$ cat src/hw/rtl/pact_pkg.sv
// pact_pkg: shared types and fixed widths for the port access counter table
// used by pact_rem and port_access_counter_table_top; no dependencies
package pact_pkg;

    localparam int KEY_W   = 16;
    localparam int CNT_W   = 32;
    localparam int CFG_W   = 5;
    localparam int BOUT_W  = 4;

    localparam logic [CFG_W-1:0] CFG_RESET = 5'd11;
    localparam logic [CNT_W-1:0] COUNT_MAX = 32'hFFFF_FFFF;
    localparam logic [CNT_W-1:0] COUNT_ONE = 32'd1;

    typedef enum logic [2:0] {
        ST_IDLE,
        ST_DIV,
        ST_READ,
        ST_CMP,
        ST_UPD,
        ST_DONE
    } t_state;

endpackage

$ cat src/hw/rtl/port_access_counter_table_top.sv
// port_access_counter_table_top: per-port access counter in a bucketed hash table
// depends on pact_pkg and pact_rem
//
// Usage
//   input channel : i_in_valid / o_in_ready, word is i_port_number
//   output channel: o_out_valid / i_out_ready, word is bucket index, hit flag,
//                   saturating count and drop flag; one result word per input word
//   config        : i_cfg_we writes the bucket count (hash modulus) at once
// Flow
//   an accepted word passes through the serial remainder unit, then a read
//   state and a compare state per way on the bucket through the single port
//   of the key/count memory, an update state and the output register;
//   the next word is accepted the cycle after the result reaches the output
//   register, so a new word is not taken while one is still in flight
// Reset
//   clears all valid bits (empty table) and loads a bucket count of 11;
//   the key and count memories are not cleared
// Stall
//   a held result stays in the output register; the next word is processed
//   and then waits after its update until the output register frees
module port_access_counter_table_top #(
    parameter int BUCKETS = 16,
    parameter int WAYS    = 4
) (
    input  logic                          i_clk,
    input  logic                          i_rst_n,
    input  logic                          i_cfg_we,
    input  logic [pact_pkg::CFG_W-1:0]    i_cfg_data,
    input  logic                          i_in_valid,
    output logic                          o_in_ready,
    input  logic [pact_pkg::KEY_W-1:0]    i_port_number,
    output logic                          o_out_valid,
    input  logic                          i_out_ready,
    output logic [pact_pkg::BOUT_W-1:0]   o_bucket_index,
    output logic                          o_was_present,
    output logic [pact_pkg::CNT_W-1:0]    o_access_count,
    output logic                          o_dropped
);
    import pact_pkg::*;

    localparam int ENTRIES = BUCKETS * WAYS;
    localparam int AW      = (ENTRIES > 1) ? $clog2(ENTRIES) : 1;
    localparam int WW      = (WAYS > 1) ? $clog2(WAYS) : 1;

    t_state              r_state;
    t_state              n_state;

    logic [CFG_W-1:0]    r_cfg;
    logic [CFG_W-1:0]    w_mod;
    logic [KEY_W-1:0]    r_port;
    logic [CFG_W-1:0]    r_bucket;
    logic [AW-1:0]       r_base;
    logic [WW-1:0]       r_way;
    logic                w_last_way;
    logic [AW-1:0]       w_rd_addr;

    logic                r_hit;
    logic [AW-1:0]       r_hit_addr;
    logic [CNT_W-1:0]    r_hit_cnt;
    logic                r_free;
    logic [AW-1:0]       r_free_addr;

    logic                r_res_present;
    logic [CNT_W-1:0]    r_res_count;
    logic                r_res_drop;

    logic [KEY_W-1:0]    mem_key [ENTRIES];
    logic [CNT_W-1:0]    mem_cnt [ENTRIES];
    logic [KEY_W-1:0]    r_key_rd;
    logic [CNT_W-1:0]    r_cnt_rd;
    logic [ENTRIES-1:0]  r_valid;

    logic                w_in_acc;
    logic                w_out_free;
    logic                w_rem_done;
    logic [CFG_W-1:0]    w_rem;
    logic                w_match;
    logic [CNT_W-1:0]    w_inc_cnt;

    logic                r_out_valid;
    logic [BOUT_W-1:0]   r_out_bucket;
    logic                r_out_present;
    logic [CNT_W-1:0]    r_out_count;
    logic                r_out_drop;

    // zero acts as one, anything above the table size acts as the table size
    always_comb begin
        w_mod = r_cfg;
        if (r_cfg == '0)
            w_mod = CFG_W'(1);
        else if (32'(r_cfg) > BUCKETS)
            w_mod = CFG_W'(BUCKETS);
    end

    assign o_in_ready = (r_state == ST_IDLE);
    assign w_in_acc   = i_in_valid && o_in_ready;
    assign w_out_free = !r_out_valid || i_out_ready;
    assign w_last_way = (r_way == WW'(WAYS - 1));
    assign w_rd_addr  = r_base + AW'(r_way);
    assign w_match    = r_valid[w_rd_addr] && (r_key_rd == r_port);
    assign w_inc_cnt  = (r_hit_cnt == COUNT_MAX) ? r_hit_cnt : r_hit_cnt + COUNT_ONE;

    pact_rem u_rem (
        .i_clk   (i_clk),
        .i_rst_n (i_rst_n),
        .i_start (w_in_acc),
        .i_key   (i_port_number),
        .i_mod   (w_mod),
        .o_done  (w_rem_done),
        .o_rem   (w_rem)
    );

    always_ff @(posedge i_clk) begin
        if (!i_rst_n)
            r_state <= ST_IDLE;
        else
            r_state <= n_state;
    end

    always_comb begin
        n_state = r_state;
        unique case (r_state)
            ST_IDLE: begin
                if (i_in_valid)
                    n_state = ST_DIV;
            end
            ST_DIV: begin
                if (w_rem_done)
                    n_state = ST_READ;
            end
            ST_READ: n_state = ST_CMP;
            ST_CMP: begin
                n_state = w_last_way ? ST_UPD : ST_READ;
            end
            ST_UPD:  n_state = ST_DONE;
            ST_DONE: begin
                if (w_out_free)
                    n_state = ST_IDLE;
            end
            default: n_state = ST_IDLE;
        endcase
    end

    always_ff @(posedge i_clk) begin
        if (!i_rst_n)
            r_cfg <= CFG_RESET;
        else if (i_cfg_we)
            r_cfg <= i_cfg_data;
    end

    // scan and update datapath
    always_ff @(posedge i_clk) begin
        if (w_in_acc)
            r_port <= i_port_number;
        if (r_state == ST_DIV && w_rem_done) begin
            r_bucket <= w_rem;
            r_base   <= AW'(32'(w_rem) * WAYS);
            r_way    <= '0;
            r_hit    <= 1'b0;
            r_free   <= 1'b0;
        end
        if (r_state == ST_CMP) begin
            if (w_match && !r_hit) begin
                r_hit      <= 1'b1;
                r_hit_addr <= w_rd_addr;
                r_hit_cnt  <= r_cnt_rd;
            end
            if (!r_valid[w_rd_addr] && !r_free) begin
                r_free      <= 1'b1;
                r_free_addr <= w_rd_addr;
            end
            r_way <= r_way + WW'(1);
        end
        if (r_state == ST_UPD) begin
            r_res_present <= r_hit;
            r_res_drop    <= !r_hit && !r_free;
            if (r_hit)
                r_res_count <= w_inc_cnt;
            else if (r_free)
                r_res_count <= COUNT_ONE;
            else
                r_res_count <= '0;
        end
    end

    // single-port key and count memories
    always_ff @(posedge i_clk) begin
        if (r_state == ST_UPD && r_hit) begin
            mem_cnt[r_hit_addr] <= w_inc_cnt;
        end else if (r_state == ST_UPD && r_free) begin
            mem_cnt[r_free_addr] <= COUNT_ONE;
            mem_key[r_free_addr] <= r_port;
        end
        r_key_rd <= mem_key[w_rd_addr];
        r_cnt_rd <= mem_cnt[w_rd_addr];
    end

    always_ff @(posedge i_clk) begin
        if (!i_rst_n)
            r_valid <= '0;
        else if (r_state == ST_UPD && !r_hit && r_free)
            r_valid[r_free_addr] <= 1'b1;
    end

    always_ff @(posedge i_clk) begin
        if (!i_rst_n)
            r_out_valid <= 1'b0;
        else if (r_state == ST_DONE && w_out_free)
            r_out_valid <= 1'b1;
        else if (i_out_ready)
            r_out_valid <= 1'b0;
    end

    always_ff @(posedge i_clk) begin
        if (r_state == ST_DONE && w_out_free) begin
            r_out_bucket  <= r_bucket[BOUT_W-1:0];
            r_out_present <= r_res_present;
            r_out_count   <= r_res_count;
            r_out_drop    <= r_res_drop;
        end
    end

    assign o_out_valid    = r_out_valid;
    assign o_bucket_index = r_out_bucket;
    assign o_was_present  = r_out_present;
    assign o_access_count = r_out_count;
    assign o_dropped      = r_out_drop;

endmodule

$ cat src/hw/rtl/pact_rem.sv
// pact_rem: bit-serial restoring remainder of a 16-bit key by a 5-bit modulus
// one quotient bit per cycle; depends on pact_pkg
module pact_rem (
    input  logic                        i_clk,
    input  logic                        i_rst_n,
    input  logic                        i_start,
    input  logic [pact_pkg::KEY_W-1:0]  i_key,
    input  logic [pact_pkg::CFG_W-1:0]  i_mod,
    output logic                        o_done,
    output logic [pact_pkg::CFG_W-1:0]  o_rem
);
    import pact_pkg::*;

    localparam int STEP_W = $clog2(KEY_W);

    logic                r_busy;
    logic                r_done;
    logic [STEP_W-1:0]   r_step;
    logic [KEY_W-1:0]    r_key;
    logic [CFG_W-1:0]    r_mod;
    logic [CFG_W-1:0]    r_rem;
    logic [CFG_W:0]      w_trial;
    logic                w_ge;
    logic [CFG_W-1:0]    n_rem;

    // shift in the next key bit and subtract the modulus when it fits
    always_comb begin
        w_trial = {r_rem, r_key[KEY_W-1]};
        w_ge    = (w_trial >= {1'b0, r_mod});
        n_rem   = w_ge ? CFG_W'(w_trial - {1'b0, r_mod}) : w_trial[CFG_W-1:0];
    end

    always_ff @(posedge i_clk) begin
        if (!i_rst_n) begin
            r_busy <= 1'b0;
            r_done <= 1'b0;
            r_step <= '0;
        end else begin
            r_done <= 1'b0;
            if (i_start) begin
                r_busy <= 1'b1;
                r_step <= '0;
            end else if (r_busy) begin
                r_step <= r_step + STEP_W'(1);
                if (r_step == STEP_W'(KEY_W - 1)) begin
                    r_busy <= 1'b0;
                    r_done <= 1'b1;
                end
            end
        end
    end

    always_ff @(posedge i_clk) begin
        if (i_start) begin
            r_key <= i_key;
            r_mod <= i_mod;
            r_rem <= '0;
        end else if (r_busy) begin
            r_key <= {r_key[KEY_W-2:0], 1'b0};
            r_rem <= n_rem;
        end
    end

    assign o_done = r_done;
    assign o_rem  = r_rem;

endmodule

$ cat config.mk
export PLATFORM = sky130hd
export DESIGN_NAME = port_access_counter_table_top
export DESIGN_NICKNAME = d
export VERILOG_FILES = /design/src/hw/rtl/pact_pkg.sv /design/src/hw/rtl/port_access_counter_table_top.sv /design/src/hw/rtl/pact_rem.sv
export SDC_FILE = /design/constraint.sdc
export NUM_CORES = 2
export LEC_CHECK = 0
export ABC_AREA = 1
export BUFFER_PORTS_ARGS = -buffer_cell sky130_fd_sc_hd__buf_2
export CORE_MARGIN = 3
export CORE_UTILIZATION = 51
export DETAILED_ROUTE_END_ITERATION = 10
export PLACE_DENSITY = 0.65
export SYNTH_ARGS = -nofsm -noshare
export SYNTH_HDL_FRONTEND = slang
export SYNTH_HIERARCHICAL = 1
export SYNTH_SLANG_ARGS = --single-unit
$ cat constraint.sdc
create_clock -name i_clk -period 12.09 [get_ports i_clk]
set_input_delay 0.6045 -clock i_clk [delete_from_list [all_inputs] [get_ports i_clk]]
set_output_delay 0.6045 -clock i_clk [all_outputs]
set_load 0.02 [all_outputs]
==> flow_results.org <==
** Run status
- The run finished with clean final reports.

** Placement
- Port buffer count :: 65
- Detailed placer's ending HPWL :: 204000 µm
- Final Wtd Congestion :: ~0.9

** Floorplanning
- The floorplan step set the die width to just over 500 µm.
- Height of the chip :: ~520 µm
- The floorplan has ~190 rows.
- DIE AREA :: approximately 0.27 mm²
- Core region area :: roughly 0.26 mm²
- Effective utilization at floorplan :: 51.4%
- IO Count :: 66

** Power
- Summing internal, switching and leakage power gives between 20000 and 25000 µW.
- Summed over all cells, the static leakage comes to slightly above 0.05 µW.
- Across the VDD grid, the largest voltage drop is about 0.00015 V.
- Power spread over the standard cell area amounts to roughly 160 mW/mm².

** STA
- Setup repair after global routing left no endpoint under its margin.
- After layout, the worst path uses 49.4% of the clock period.
- Measured against its own limit, the worst slew margin works out to 9.52%.
- At the pin with the least slew margin, the transition time is around 1.4 ns.
- Number of pins with negative max-slew slack in the final report :: 0
- For the final routed database, the setup TNS stands at 0 ns.
- Final setup skew :: approximately 0.13 ns
- Number of hold-slack violations in the final timing report :: 0
- Timing would allow up to 168 MHz.
- After layout, the minimum clock period comes to 5.97 ns.
- Setup violations remaining at the end of the flow were counted as 0.

** Clocking
- The longest clock path from root to sink contains 4 buffers.
- Number of clock buffers inserted by TritonCTS :: 355
- CTS placed an instance of sky130_fd_sc_hd__clkbuf_16 at the clock tree root.
- TritonCTS built the clock tree.
- After clock tree synthesis, the clock-pin slew on the worst setup and hold paths is about 0.060 ns.
- Clock sink count :: approximately 3400
- The clock reaches the later pin of the worst-skew pair after around 0.96 ns.
- In this run the number of H-tree levels came out at 5.
- Post-CTS setup-driven buffer insertion count :: 0

** Flow run
- Number of max-cap violations :: 0

** Synth
- Summed over all instances, the cell type with the most area after synthesis is sky130_fd_sc_hd__edfxtp_1.
- Number of instances in the synthesized netlist :: approximately 11000
- The commonest cells after synthesis are sky130_fd_sc_hd__edfxtp_1, sky130_fd_sc_hd__nand2_1, sky130_fd_sc_hd__nand3_1.
- Among all flip-flop cells after synthesis, the most frequent one is sky130_fd_sc_hd__edfxtp_1.
- Fraction of the mapped netlist area in simple logic gates :: 14.7%
- The portion of synthesized area spent on multiplexers is 0%.
- Post-Synthesis Mean Instance Area :: 12.3 µm²
- Async S/R FF share, synth :: 0%
- Number of storage elements in the synthesis netlist :: 3365
- Adder-cell share of the synthesized area :: 0.0899%
- Count of flip-flops with a built-in enable after synthesis :: 3231
- Of the post-synthesis cell area, the dominant cell type holds roughly 73%.
- Sequential area share after synthesis :: 74.7%
- Summing the areas of all xor and xnor instances in the mapped netlist gives less than 1% of the synthesized area.
- Area of the mapped netlist :: roughly 0.13 mm²
- Cell variety after synth :: 39
- Dominant cell by count in the synthesized netlist :: sky130_fd_sc_hd__edfxtp_1
- Combinational family with the most area after synthesis :: simple AND/OR/NAND/NOR gates
- Compound-Gate Fraction of Synth Area :: between 7 and 8%
- Syn nets :: 10930
- Synth Warn # :: 6
- Area contributors post-synth :: sky130_fd_sc_hd__edfxtp_1, sky130_fd_sc_hd__nand2_1, sky130_fd_sc_hd__nand3_1

** Layout
- Fraction of final layout cells sized beyond drive strength 1 :: between 8 and 9%
- Core Util, Final :: around 57%
- NumNets Final :: 10874
- Area taken by multi-input logic gates :: 0.0301 mm²
- Fill count :: about 21000
- From synthesis to final layout, the design area changed by 11.3%.
- Summing all flip-flop and latch instances after layout gives approximately 0.10 mm².

** Global routing
- In the global route stage, overall resource usage came out at between 20% and 30%.
- The number of global-route vias before repair came to ~83000.
- Largest net degree at the start of global routing :: roughly 230
- The number of antenna violations at the first check in global routing is 11.
- Global routing finished with a remaining overflow of 0.
- Wire length of the first global-routing pass :: approximately 550000 µm

** Critical path
- Measured in cells, the most critical reg-to-reg path has a length of 13.
- Setup crit start kind :: flip-flop
- Data arrives at the worst endpoint at between 6 and 7 ns.
- Required time of the worst setup path :: between 10 and 15 ns
- Along the worst path, the maximum fanout reaches about 180.
- STA classifies the critical path endpoint as a flip-flop.
- Worst setup path class :: reg -> reg

** Drt
- After detailed routing, the number of remaining DRC violations is 0.
- Summed over all layers, the routed wires come to around 380000 µm.
- Routed Antenna Nets :: 0
- The detailed router placed just under 90000 vias in this run.
- Ratio of routed vias to standard cells :: approximately 6
- Drt wl/cell :: 25.7 µm
- For this block, the initial DRC count from the detailed router was 12548.
- Before antenna repair, the detailed router went through 6 iterations.

** Worst hold path
- Hold Path Stages :: 3
- The min-delay analysis places its worst path in the category in -> reg.
==> critical path, stage by stage, from the launching register on <==
cell and delay, ns:
sky130_fd_sc_hd__edfxtp_1 0.56, sky130_fd_sc_hd__buf_4 0.78, sky130_fd_sc_hd__buf_4 0.73, sky130_fd_sc_hd__buf_12 0.43, sky130_fd_sc_hd__buf_4 0.79, sky130_fd_sc_hd__nand2_1 0.11
sky130_fd_sc_hd__nand3_1 0.12, sky130_fd_sc_hd__nand3_1 0.12, sky130_fd_sc_hd__nand3_1 0.14, sky130_fd_sc_hd__nand3_1 0.15, sky130_fd_sc_hd__nand3_1 0.16, sky130_fd_sc_hd__nand3_1 0.20
sky130_fd_sc_hd__inv_1 0.26, sky130_fd_sc_hd__buf_4 0.50
==> per-layer routing <==
metal  global-route usage [%]  share of wire [%]
met1                     39.8                 41
met2                     40.4                 44
met3                     5.41                 11
met4                     11.1                4.4
met5                        0             0.0035
==> placed cells by master (no fill, tap or decap), drive strengths merged, types with 15 or more instances in the layout <==
master / synthesis / routed
a21oi: 167 / 167
buf: 389 / 263
bufinv: 0 / 18
clkbuf: 316 / 482
clkinv: 3 / 124
dfxtp: 134 / 134
dlygate4sd3: 0 / 29
edfxtp: 3231 / 3231
inv: 298 / 298
nand2: 1986 / 1986
nand3: 1342 / 1342
nand4: 22 / 22
nor2: 1318 / 1318
nor3: 25 / 25
o21ai: 1122 / 1122
o22ai: 481 / 481
xor2: 15 / 15
==> registers in the layout, indices dropped and copies added, names as in the netlist, 16 cells and up <==
name            count
mem_cnt          2048
r_res_count        32
mem_key          1024
r_port             16
r_valid            64
r_key_rd           16
r_cnt_rd           32
r_hit_cnt          32
u_rem/r_key        16
o_access_count     32
==> final timing paths <==
| check | start | end | slack (ns) |
|---|---|---|---|
| worst min register to register | r_res_count[22]$_SDFFCE_PN0N_ | o_access_count[22]$_DFFE_PP_ | 0.38 |
| worst min-delay path | i_cfg_we | r_cfg[4]$_SDFFE_PN0P_ | 0.08 |
| worst max-delay path | r_way[0]$_SDFFCE_PN0P_ | r_hit_cnt[19]$_DFFE_PP_ | 6.12 |
| worst max register to register | r_way[0]$_SDFFCE_PN0P_ | r_hit_cnt[19]$_DFFE_PP_ | 6.12 |
==> repair_timing <==
action | in CTS | in global routing
gates resized for setup | 0 | 0
hold buffers | 29 | 0
endpoints found under the hold margin | 38 | 0
==> through the flow <==
stage / setup slack, ns / area, µm² / std cells / hold slack (ns)
after floorplan: 8.26 / 134000 / 10895 / 0.386
after global placement: 6.33 / 137000 / 13949 / 0.388
after detailed placement: 6.37 / 137000 / 13949 / 0.390
after CTS: 6.36 / 149000 / 14606 / 0.00376
after global routing: 5.89 / 149000 / 14607 / 0.0582
final: 6.12 / 149000 / 14612 / 0.0751
==> cell type report <==
class | count | share of cell area, %
Timing Repair Buffer | 292 | 1.54
Inverter | 301 | 0.795
Antenna cell | 6 | 0.0101
Clock buffer | 482 | 6.56
Clock inverter | 146 | 0.837
Multi-Input combinational cell | 6524 | 20.2
Sequential cell | 3365 | 67.1
Tap cell | 3496 | 2.94
==> cells by family after synthesis <==
logic type                 count (synthesis)
and+or+nand+nor                         4712
DFF                                     3365
AOI/OAI and AO/OA                       1775
xor gates and xnor gates                  28
buffers and inverters                   1006
adders and majority gates                  9
==> where the power goes <==
| part | internal [µW] | switching, µW | total (µW) |
|---|---|---|---|
| combinational | 209 | 640 | 848 |
| clock | 6020 | 4350 | 10400 |
| sequential | 12800 | 45.5 | 12800 |
| total | 19000 | 5030 | 24000 |
Power figures use the tool's default switching activity.
